## config.mk

```make
export PLATFORM = sky130hd
export DESIGN_NAME = keyed_deadline_watchdog_table_unit
export DESIGN_NICKNAME = d
export VERILOG_FILES = /design/src/rtl/kdwt_pkg.sv /design/src/rtl/kdwt_slot_ram.sv /design/src/rtl/keyed_deadline_watchdog_table_unit.sv
export SDC_FILE = /design/constraint.sdc
export NUM_CORES = 2
export LEC_CHECK = 0
export BUFFER_PORTS_ARGS = -buffer_cell sky130_fd_sc_hd__buf_2
export CORE_MARGIN = 5
export CORE_UTILIZATION = 45
export CTS_CLUSTER_SIZE = 25
export DETAILED_ROUTE_END_ITERATION = 8
export GPL_TIMING_DRIVEN = 0
export PLACE_DENSITY = 0.72
export SLEW_MARGIN = 20
export SYNTH_ARGS = -nofsm -noshare
export SYNTH_HDL_FRONTEND = slang
export SYNTH_HIERARCHICAL = 1
export SYNTH_SLANG_ARGS = --single-unit
```

## constraint.sdc

```tcl
create_clock -name clk -period 19.7 [get_ports clk]
set_clock_uncertainty 0.2 [all_clocks]
set_input_delay 0.985 -clock clk [delete_from_list [all_inputs] [get_ports clk]]
set_output_delay 0.985 -clock clk [all_outputs]
set_load 0.01 [all_outputs]
```

## src/rtl/kdwt_pkg.sv

```systemverilog
// Shared types and constants for the keyed deadline watchdog table.
package kdwt_pkg;

    localparam int KEY_W  = 16;
    localparam int TIME_W = 48;
    localparam int TMO_W  = 31;
    localparam int TRAW_W = 32;
    localparam int ADV_W  = 16;

    typedef enum logic [1:0] {
        ACT_REGISTER   = 2'd0,
        ACT_UNREGISTER = 2'd1,
        ACT_TICK       = 2'd2
    } action_t;

    typedef enum logic [1:0] {
        ST_IDLE,
        ST_SCAN,
        ST_EXEC
    } state_t;

    typedef struct packed {
        logic [KEY_W-1:0]  key;
        logic [TIME_W-1:0] deadline;
        logic [TMO_W-1:0]  timeout;
        logic [TIME_W-1:0] cpu_start;
    } slot_t;

endpackage

```

## src/rtl/kdwt_slot_ram.sv

```systemverilog
// Single-port-write, registered-read memory holding the watchdog slot entries.
module kdwt_slot_ram #(
    parameter int DEPTH = 16
) (
    input  logic                       clk,
    input  logic                       wr_en,
    input  logic [$clog2(DEPTH)-1:0]   wr_addr,
    input  kdwt_pkg::slot_t            wr_data,
    input  logic                       rd_en,
    input  logic [$clog2(DEPTH)-1:0]   rd_addr,
    output kdwt_pkg::slot_t            rd_data
);
    import kdwt_pkg::*;

    slot_t mem [DEPTH];

    // Write one entry
    always_ff @(posedge clk)
    begin
        if (wr_en)
        begin
            mem[wr_addr] <= wr_data;
        end
    end

    // Register the read data
    always_ff @(posedge clk)
    begin
        if (rd_en)
        begin
            rd_data <= mem[rd_addr];
        end
    end

endmodule

```

## src/rtl/keyed_deadline_watchdog_table_unit.sv

```systemverilog
// Keyed deadline watchdog table: register, unregister and tick against ENTRIES slots.
// The reserved action skips the scan and goes straight to ST_EXEC. A sequential scan reads
// the slot memory one entry per cycle through its registered read port; a stalled result
// holds the unit in ST_EXEC, and a new transaction is taken only in ST_IDLE.
// Reset: all slots become free, CPU total and CPU mode clear at once; no clearing pass.
module keyed_deadline_watchdog_table_unit #(
    parameter int ENTRIES = 16
) (
    input  logic                          clk,
    input  logic                          rst_n,
    input  logic                          in_valid,
    output logic                          in_ready,
    input  logic [1:0]                    action,
    input  logic [kdwt_pkg::KEY_W-1:0]    key,
    input  logic signed [kdwt_pkg::TRAW_W-1:0] timeout_ms,
    input  logic [kdwt_pkg::TIME_W-1:0]   now_ms,
    input  logic [kdwt_pkg::ADV_W-1:0]    cpu_advance_ms,
    input  logic                          overslept,
    output logic                          out_valid,
    input  logic                          out_ready,
    output logic                          status,
    output logic                          hit,
    output logic [kdwt_pkg::KEY_W-1:0]    hit_key,
    output logic                          hit_by_cpu
);
    import kdwt_pkg::*;

    localparam int IDX_W = $clog2(ENTRIES);
    localparam int CNT_W = IDX_W + 1;

    // Control state
    state_t               state_reg, state_next;
    logic [ENTRIES-1:0]   valid_reg, valid_next;
    logic [TIME_W-1:0]    cpu_total_reg;
    logic                 cpu_mode_reg;
    logic [CNT_W-1:0]     iss_reg;
    logic                 chk_vld_reg;
    logic [IDX_W-1:0]     chk_idx_reg;
    logic                 found_reg, free_found_reg, best_vld_reg;
    logic                 out_valid_reg;

    // Transaction payload
    action_t              act_reg;
    logic [KEY_W-1:0]     key_reg;
    logic [TRAW_W-1:0]    traw_reg;
    logic [TIME_W-1:0]    now_reg;
    logic [TIME_W-1:0]    dl_reg;
    logic [IDX_W-1:0]     found_idx_reg, free_idx_reg, best_idx_reg;
    logic [TIME_W-1:0]    best_dl_reg, best_cs_reg;
    logic [TMO_W-1:0]     best_to_reg;
    logic [KEY_W-1:0]     best_key_reg;
    logic                 status_reg, hit_reg, hit_by_cpu_reg;
    logic [KEY_W-1:0]     hit_key_reg;

    // Combinational
    action_t              act_in;
    logic                 in_known, acc, out_free, exec_fire;
    logic                 rd_en, scan_last, wr_en;
    logic [IDX_W-1:0]     rd_addr;
    slot_t                rd_data, wr_data;
    logic [TIME_W:0]      dl_sum, cpu_sum;
    logic [TIME_W-1:0]    cpu_used;
    logic                 pos_tmo, fire;
    logic                 res_status, res_hit, res_cpu;
    logic [KEY_W-1:0]     res_key;
    logic                 chk_slot_valid, chk_match, chk_free, chk_better;

    kdwt_slot_ram #(
        .DEPTH (ENTRIES)
    ) u_slot_ram (
        .clk     (clk),
        .wr_en   (wr_en),
        .wr_addr (free_idx_reg),
        .wr_data (wr_data),
        .rd_en   (rd_en),
        .rd_addr (rd_addr),
        .rd_data (rd_data)
    );

    // Decode the incoming action
    assign act_in   = action_t'(action);
    assign in_known = (act_in == ACT_REGISTER) || (act_in == ACT_UNREGISTER) ||
                      (act_in == ACT_TICK);
    assign acc      = in_valid && in_ready;
    assign out_free = !out_valid_reg || out_ready;

    // Saturating deadline and CPU total sums
    assign dl_sum  = {1'b0, now_ms} + {{(TIME_W + 1 - TMO_W){1'b0}}, timeout_ms[TMO_W-1:0]};
    assign cpu_sum = {1'b0, cpu_total_reg} + {{(TIME_W + 1 - ADV_W){1'b0}}, cpu_advance_ms};

    // Scan addressing: issue one read a cycle, check the returned data in the next cycle
    assign rd_en     = (state_reg == ST_SCAN) && (iss_reg < CNT_W'(ENTRIES));
    assign rd_addr   = iss_reg[IDX_W-1:0];
    assign scan_last = chk_vld_reg && (chk_idx_reg == IDX_W'(ENTRIES - 1));

    // Per-slot checks on the returned entry
    assign chk_slot_valid = valid_reg[chk_idx_reg];
    assign chk_match      = chk_slot_valid && (rd_data.key == key_reg) && !found_reg;
    assign chk_free       = !chk_slot_valid || chk_match;
    assign chk_better     = chk_slot_valid && (!best_vld_reg || (rd_data.deadline < best_dl_reg));

    // Expiry test on the earliest entry
    assign pos_tmo  = !traw_reg[TRAW_W-1] && (traw_reg != '0);
    assign cpu_used = cpu_total_reg - best_cs_reg;
    assign fire     = cpu_mode_reg ? ({{(TIME_W - TMO_W){1'b0}}, best_to_reg} <= cpu_used)
                                   : (best_dl_reg <= now_reg);

    // New slot contents for a register
    assign wr_data.key       = key_reg;
    assign wr_data.deadline  = dl_reg;
    assign wr_data.timeout   = traw_reg[TMO_W-1:0];
    assign wr_data.cpu_start = cpu_total_reg;

    // Next state and handshake
    always_comb
    begin
        state_next = state_reg;
        in_ready   = 1'b0;
        exec_fire  = 1'b0;
        case (state_reg)
            ST_IDLE:
            begin
                in_ready = 1'b1;
                if (in_valid)
                begin
                    state_next = in_known ? ST_SCAN : ST_EXEC;
                end
            end
            ST_SCAN:
            begin
                if (scan_last)
                begin
                    state_next = ST_EXEC;
                end
            end
            ST_EXEC:
            begin
                if (out_free)
                begin
                    exec_fire  = 1'b1;
                    state_next = ST_IDLE;
                end
            end
            default:
            begin
                state_next = ST_IDLE;
            end
        endcase
    end

    // Result and slot updates at the end of the scan
    always_comb
    begin
        valid_next = valid_reg;
        res_status = 1'b0;
        res_hit    = 1'b0;
        res_key    = '0;
        res_cpu    = 1'b0;
        wr_en      = 1'b0;
        case (act_reg)
            ACT_REGISTER:
            begin
                if (found_reg)
                begin
                    valid_next[found_idx_reg] = 1'b0;
                end
                if (pos_tmo)
                begin
                    if (free_found_reg)
                    begin
                        valid_next[free_idx_reg] = 1'b1;
                        wr_en                    = exec_fire;
                    end
                    else
                    begin
                        res_status = 1'b1;
                    end
                end
            end
            ACT_UNREGISTER:
            begin
                if (found_reg)
                begin
                    valid_next[found_idx_reg] = 1'b0;
                end
            end
            ACT_TICK:
            begin
                if (best_vld_reg && fire)
                begin
                    valid_next[best_idx_reg] = 1'b0;
                    res_hit                  = 1'b1;
                    res_key                  = best_key_reg;
                    res_cpu                  = cpu_mode_reg;
                end
            end
            default:
            begin
                valid_next = valid_reg;
            end
        endcase
    end

    // Hold the state register
    always_ff @(posedge clk or negedge rst_n)
    begin
        if (!rst_n)
        begin
            state_reg <= ST_IDLE;
        end
        else
        begin
            state_reg <= state_next;
        end
    end

    // Advance control registers
    always_ff @(posedge clk or negedge rst_n)
    begin
        if (!rst_n)
        begin
            valid_reg      <= '0;
            cpu_total_reg  <= '0;
            cpu_mode_reg   <= 1'b0;
            iss_reg        <= '0;
            chk_vld_reg    <= 1'b0;
            chk_idx_reg    <= '0;
            found_reg      <= 1'b0;
            free_found_reg <= 1'b0;
            best_vld_reg   <= 1'b0;
            out_valid_reg  <= 1'b0;
        end
        else
        begin
            if (acc)
            begin
                iss_reg        <= '0;
                chk_vld_reg    <= 1'b0;
                found_reg      <= 1'b0;
                free_found_reg <= 1'b0;
                best_vld_reg   <= 1'b0;
                if (act_in == ACT_TICK)
                begin
                    cpu_total_reg <= cpu_sum[TIME_W] ? {TIME_W{1'b1}} : cpu_sum[TIME_W-1:0];
                    if (overslept)
                    begin
                        cpu_mode_reg <= 1'b1;
                    end
                end
            end
            else if (state_reg == ST_SCAN)
            begin
                iss_reg     <= iss_reg + CNT_W'(rd_en);
                chk_vld_reg <= rd_en;
                chk_idx_reg <= rd_addr;
                if (chk_vld_reg)
                begin
                    if (chk_match)
                    begin
                        found_reg <= 1'b1;
                    end
                    if (chk_free)
                    begin
                        free_found_reg <= 1'b1;
                    end
                    if (chk_better)
                    begin
                        best_vld_reg <= 1'b1;
                    end
                end
            end

            if (exec_fire)
            begin
                valid_reg     <= valid_next;
                out_valid_reg <= 1'b1;
            end
            else if (out_ready)
            begin
                out_valid_reg <= 1'b0;
            end
        end
    end

    // Capture the transaction and scan results
    always_ff @(posedge clk)
    begin
        if (acc)
        begin
            act_reg  <= act_in;
            key_reg  <= key;
            traw_reg <= timeout_ms;
            now_reg  <= now_ms;
            dl_reg   <= dl_sum[TIME_W] ? {TIME_W{1'b1}} : dl_sum[TIME_W-1:0];
        end
        if ((state_reg == ST_SCAN) && chk_vld_reg)
        begin
            if (chk_match)
            begin
                found_idx_reg <= chk_idx_reg;
            end
            if (chk_free && !free_found_reg)
            begin
                free_idx_reg <= chk_idx_reg;
            end
            if (chk_better)
            begin
                best_idx_reg <= chk_idx_reg;
                best_dl_reg  <= rd_data.deadline;
                best_cs_reg  <= rd_data.cpu_start;
                best_to_reg  <= rd_data.timeout;
                best_key_reg <= rd_data.key;
            end
        end
        if (exec_fire)
        begin
            status_reg     <= res_status;
            hit_reg        <= res_hit;
            hit_key_reg    <= res_key;
            hit_by_cpu_reg <= res_cpu;
        end
    end

    // Drive the result channel
    assign out_valid  = out_valid_reg;
    assign status     = status_reg;
    assign hit        = hit_reg;
    assign hit_key    = hit_key_reg;
    assign hit_by_cpu = hit_by_cpu_reg;

endmodule

```

==> flow_metrics.tcl <==
set metrics [dict create \
    cts_tree "yes" \
    r2r_cells 25 \
    outcome "finished, final reports clean" \
    grt_pass1_vias 62600 \
    multi_input_area_um2 27000 \
    netlist_area_um2 113000 \
    setup_viol 0 \
    port_buffers 139 \
    fin_crit_sh_pct 39.3 \
    timing.final.hold_violations 0 \
    drc 0 \
    r2r_slack_ns 11.95 \
    yosysTopAreaCellShare_pct 72.8 \
    relSlewSlack_pct 18.9 \
    dp_hpwl_mm 210 \
    period_needed_ns 7.75 \
    num-fill-cells 19000 \
    largest-register "u_slot_ram/mem" \
    ys_seq_area_share_pct 74.6 \
    worst_pin_slew_ns 1.22 \
    cpPeakStageDelay_ns 0.92 \
    grt_use_total_pct 23.2 \
    largest_reg_flops 2288 \
    postPlaceCellArea_um2 123000 \
    yosys.area.top_type "edfxtp_1" \
    p_int_mw 11.8 \
    syn_nets 6258 \
    synthArstFlopShare_pct 2.86 \
    syn_avg_cell_area_um2 19.2 \
    largestRegisters "u_slot_ram/mem x2288, u_slot_ram/rd_data x143" \
    drt-total-wl_mm 310 \
    initial_core_util_pct 45.2 \
    dieArea_um2 262000 \
    clk_path_buf_depth 4 \
    cp_slowest_cell "dfrtp_1" \
    rsz0062_at_grt "no" \
    grt-ovfl-total 0 \
    regArea_um2 84600 \
    syn_inst 5910 \
    max_freq_mhz 129 \
    stdcell_area_um2 131000 \
    swShare_pct 30.2 \
    nets 6937 \
    synth-seq-cells 2832 \
    drt_pass1_iterations 8 \
    ys.flop_type "edfxtp_1" \
    drv_cap 0 \
    grt_max_degree 80 \
    cts_buffers 289 \
    final_antenna_net_count 0 \
    path_max_fanout 18 \
    cts.sinks 2832 \
    holdWs_ns 0.0591 \
    critPathArrivalTime_ns 8.20 \
    route.detailed.wl_per_inst_um 30.5 \
    p_leak_nw 43.7 \
    synth.distinct_cells 84 \
    vias_per_cell 6.21 \
    root_buffer "clkbuf_16" \
    netlist_top_cells_area "edfxtp_1, mux4_2, ha_1" \
    drive_gt1_share_pct 23.2 \
    cp-start-kind "flop" \
    hold_depth 1 \
    seqPwrFrac_pct 44.0 \
    critPathBufInv 2 \
    p_per_area_nw_per_um2 129 \
    worstHoldPathType "in -> reg" \
    required_ns 20.15 \
    synth_edf_count 2751 \
    fp.dieH_um 512 \
    total_power_mw 16.9 \
    cp_num_cells 25 \
    crit_family "compound AO/OA/AOI/OAI gates" \
    clkPwrFrac_pct 30.7 \
    core-area_um2 251000 \
    ir_worst_vdd_mv 0.0822 \
    placed_cells 9636 \
    drt_iter0_markers 8473 \
    ios 140 \
    htree_levels 5 \
    p_sw_mw 5.11 \
    synth.most_common_cell "edfxtp_1" \
    yosysWarningCount 6 \
    via_count 63000 \
    gp_congestion 0.907 \
    fp-row-count 184 \
    layout.cells.non_filler 10100 \
    synth_common_cells "edfxtp_1, mux4_2, nand2_1, a22oi_1, ha_1" \
    synthToLayoutAreaGrowth_pct 15.8 \
    slew_violations 0 \
    clk_latency_ns 0.93 \
    criticalPathCategory "reg -> reg" \
    grt_pass1_wl_mm 445 \
    combPwrFrac_pct 25.2 \
    clkTransAtPathRegs_ns 0.06 \
    antenna_found_initial 19 \
    fp.dieW_um 512 \
    endpoint_kind "flop" \
]
-- area by class of cell --
class / count / share of cell area [%]
multi-input cells: 2643 / 20.5
well taps: 3348 / 3.19
plain buffers: 245 / 0.980
clock buffers: 350 / 5.81
diodes: 12 / 0.0228
inverters: 190 / 0.548
repair buffers: 388 / 3.63
flip-flops and latches: 2832 / 64.4
clock inverters: 136 / 0.879
-- cell families after synthesis --
kind of cell             share of synthesized area (%)
XOR/XNOR                                         0.818
buffers and inverters                             1.75
multiplexers                                      11.7
AND/OR/NAND/NOR                                   3.54
AO/OA/AOI/OAI                                     5.05
adder cells (fa/ha/maj)                           2.54
flip-flops                                        74.6
-- timing repair --
action / CTS / global route
endpoints found under the hold margin: 22 / 0
setup endpoints to repair: 0 / 0
hold buffers: 10 / 0
resized for setup: 0 / 0
setup buffers: 0 / 0
-- stage by stage --
stage | utilization (%) | setup slack [ns] | setup TNS [ns]
after floorplan | - | 6.13 | 0
after global placement | 47.1 | -8.32 | -4569.24
after detailed placement | 48.8 | 12.14 | 0
after CTS | 52.3 | 12.09 | 0
after global routing | 52.3 | 11.64 | 0
final | 52.3 | 11.95 | 0
-- per-layer routing --
metal,vias up,GRT usage [%],wire [µm]
met2,4205,35.9,143000
li1,25500,-,-
met1,32600,33.1,119000
met5,-,0,86
met4,14,7.32,10400
met3,612,5.30,36700
-- power by group through the flow --
stage	Sequential, mW	Clock, mW	Combinational [mW]
after floorplan	7.44	0	2.67
after global placement	7.67	0	4.02
after detailed placement	7.58	0	4.19
after CTS	7.46	5.27	4.24
after global routing	7.49	5.53	4.50
final	7.47	5.21	4.27
-- layout by cell type, fill, tap and decap left out, types with 17 or more instances in the layout --
cell       netlist  layout
buf_6           10      29
mux4_2         540     540
buf_16           0      50
o21ai_0        162     159
a22oi_1        245     245
inv_1          190     189
buf_2           78     217
nor4_1          23      23
xnor2_1         55      55
a221oi_1        19      19
o21bai_1        18      17
a31oi_1         26      25
nand3_1         66      66
clkbuf_16        0     295
clkinv_2         0      48
bufinv_16        0      20
clkinv_1         0      56
clkbuf_1       101     140
buf_4           48     129
o221ai_1        26      26
nor2_1         125     112
a21oi_1        139     139
a21o_1          74      74
xor2_1          51      51
ha_1           226     226
and3_1          38      38
nor2b_1         53      52
nand2b_1        50      50
mux2i_1         26      26
buf_12           0      87
edfxtp_1      2751    2751
nor3_1          37      33
mux2_2          77      77
nand4_1         63      63
o21ai_1         15      17
dfrtp_1         81      81
nand2_1        299     299
-- worst paths after layout --
kind | startpoint | end
worst max-delay path | cpu_total_reg[0] | hit_key[8]
worst min-delay path | now_ms[14] | now_reg[14]
max in group asynchronous | rst_n | cpu_total_reg[40]
worst max register to register | cpu_total_reg[0] | hit_key[8]
worst min register to register | u_slot_ram/rd_data[45] | best_cs_reg[45]
min in group asynchronous | rst_n | iss_reg[0]
Note: power is estimated with default switching activity, not from simulation.
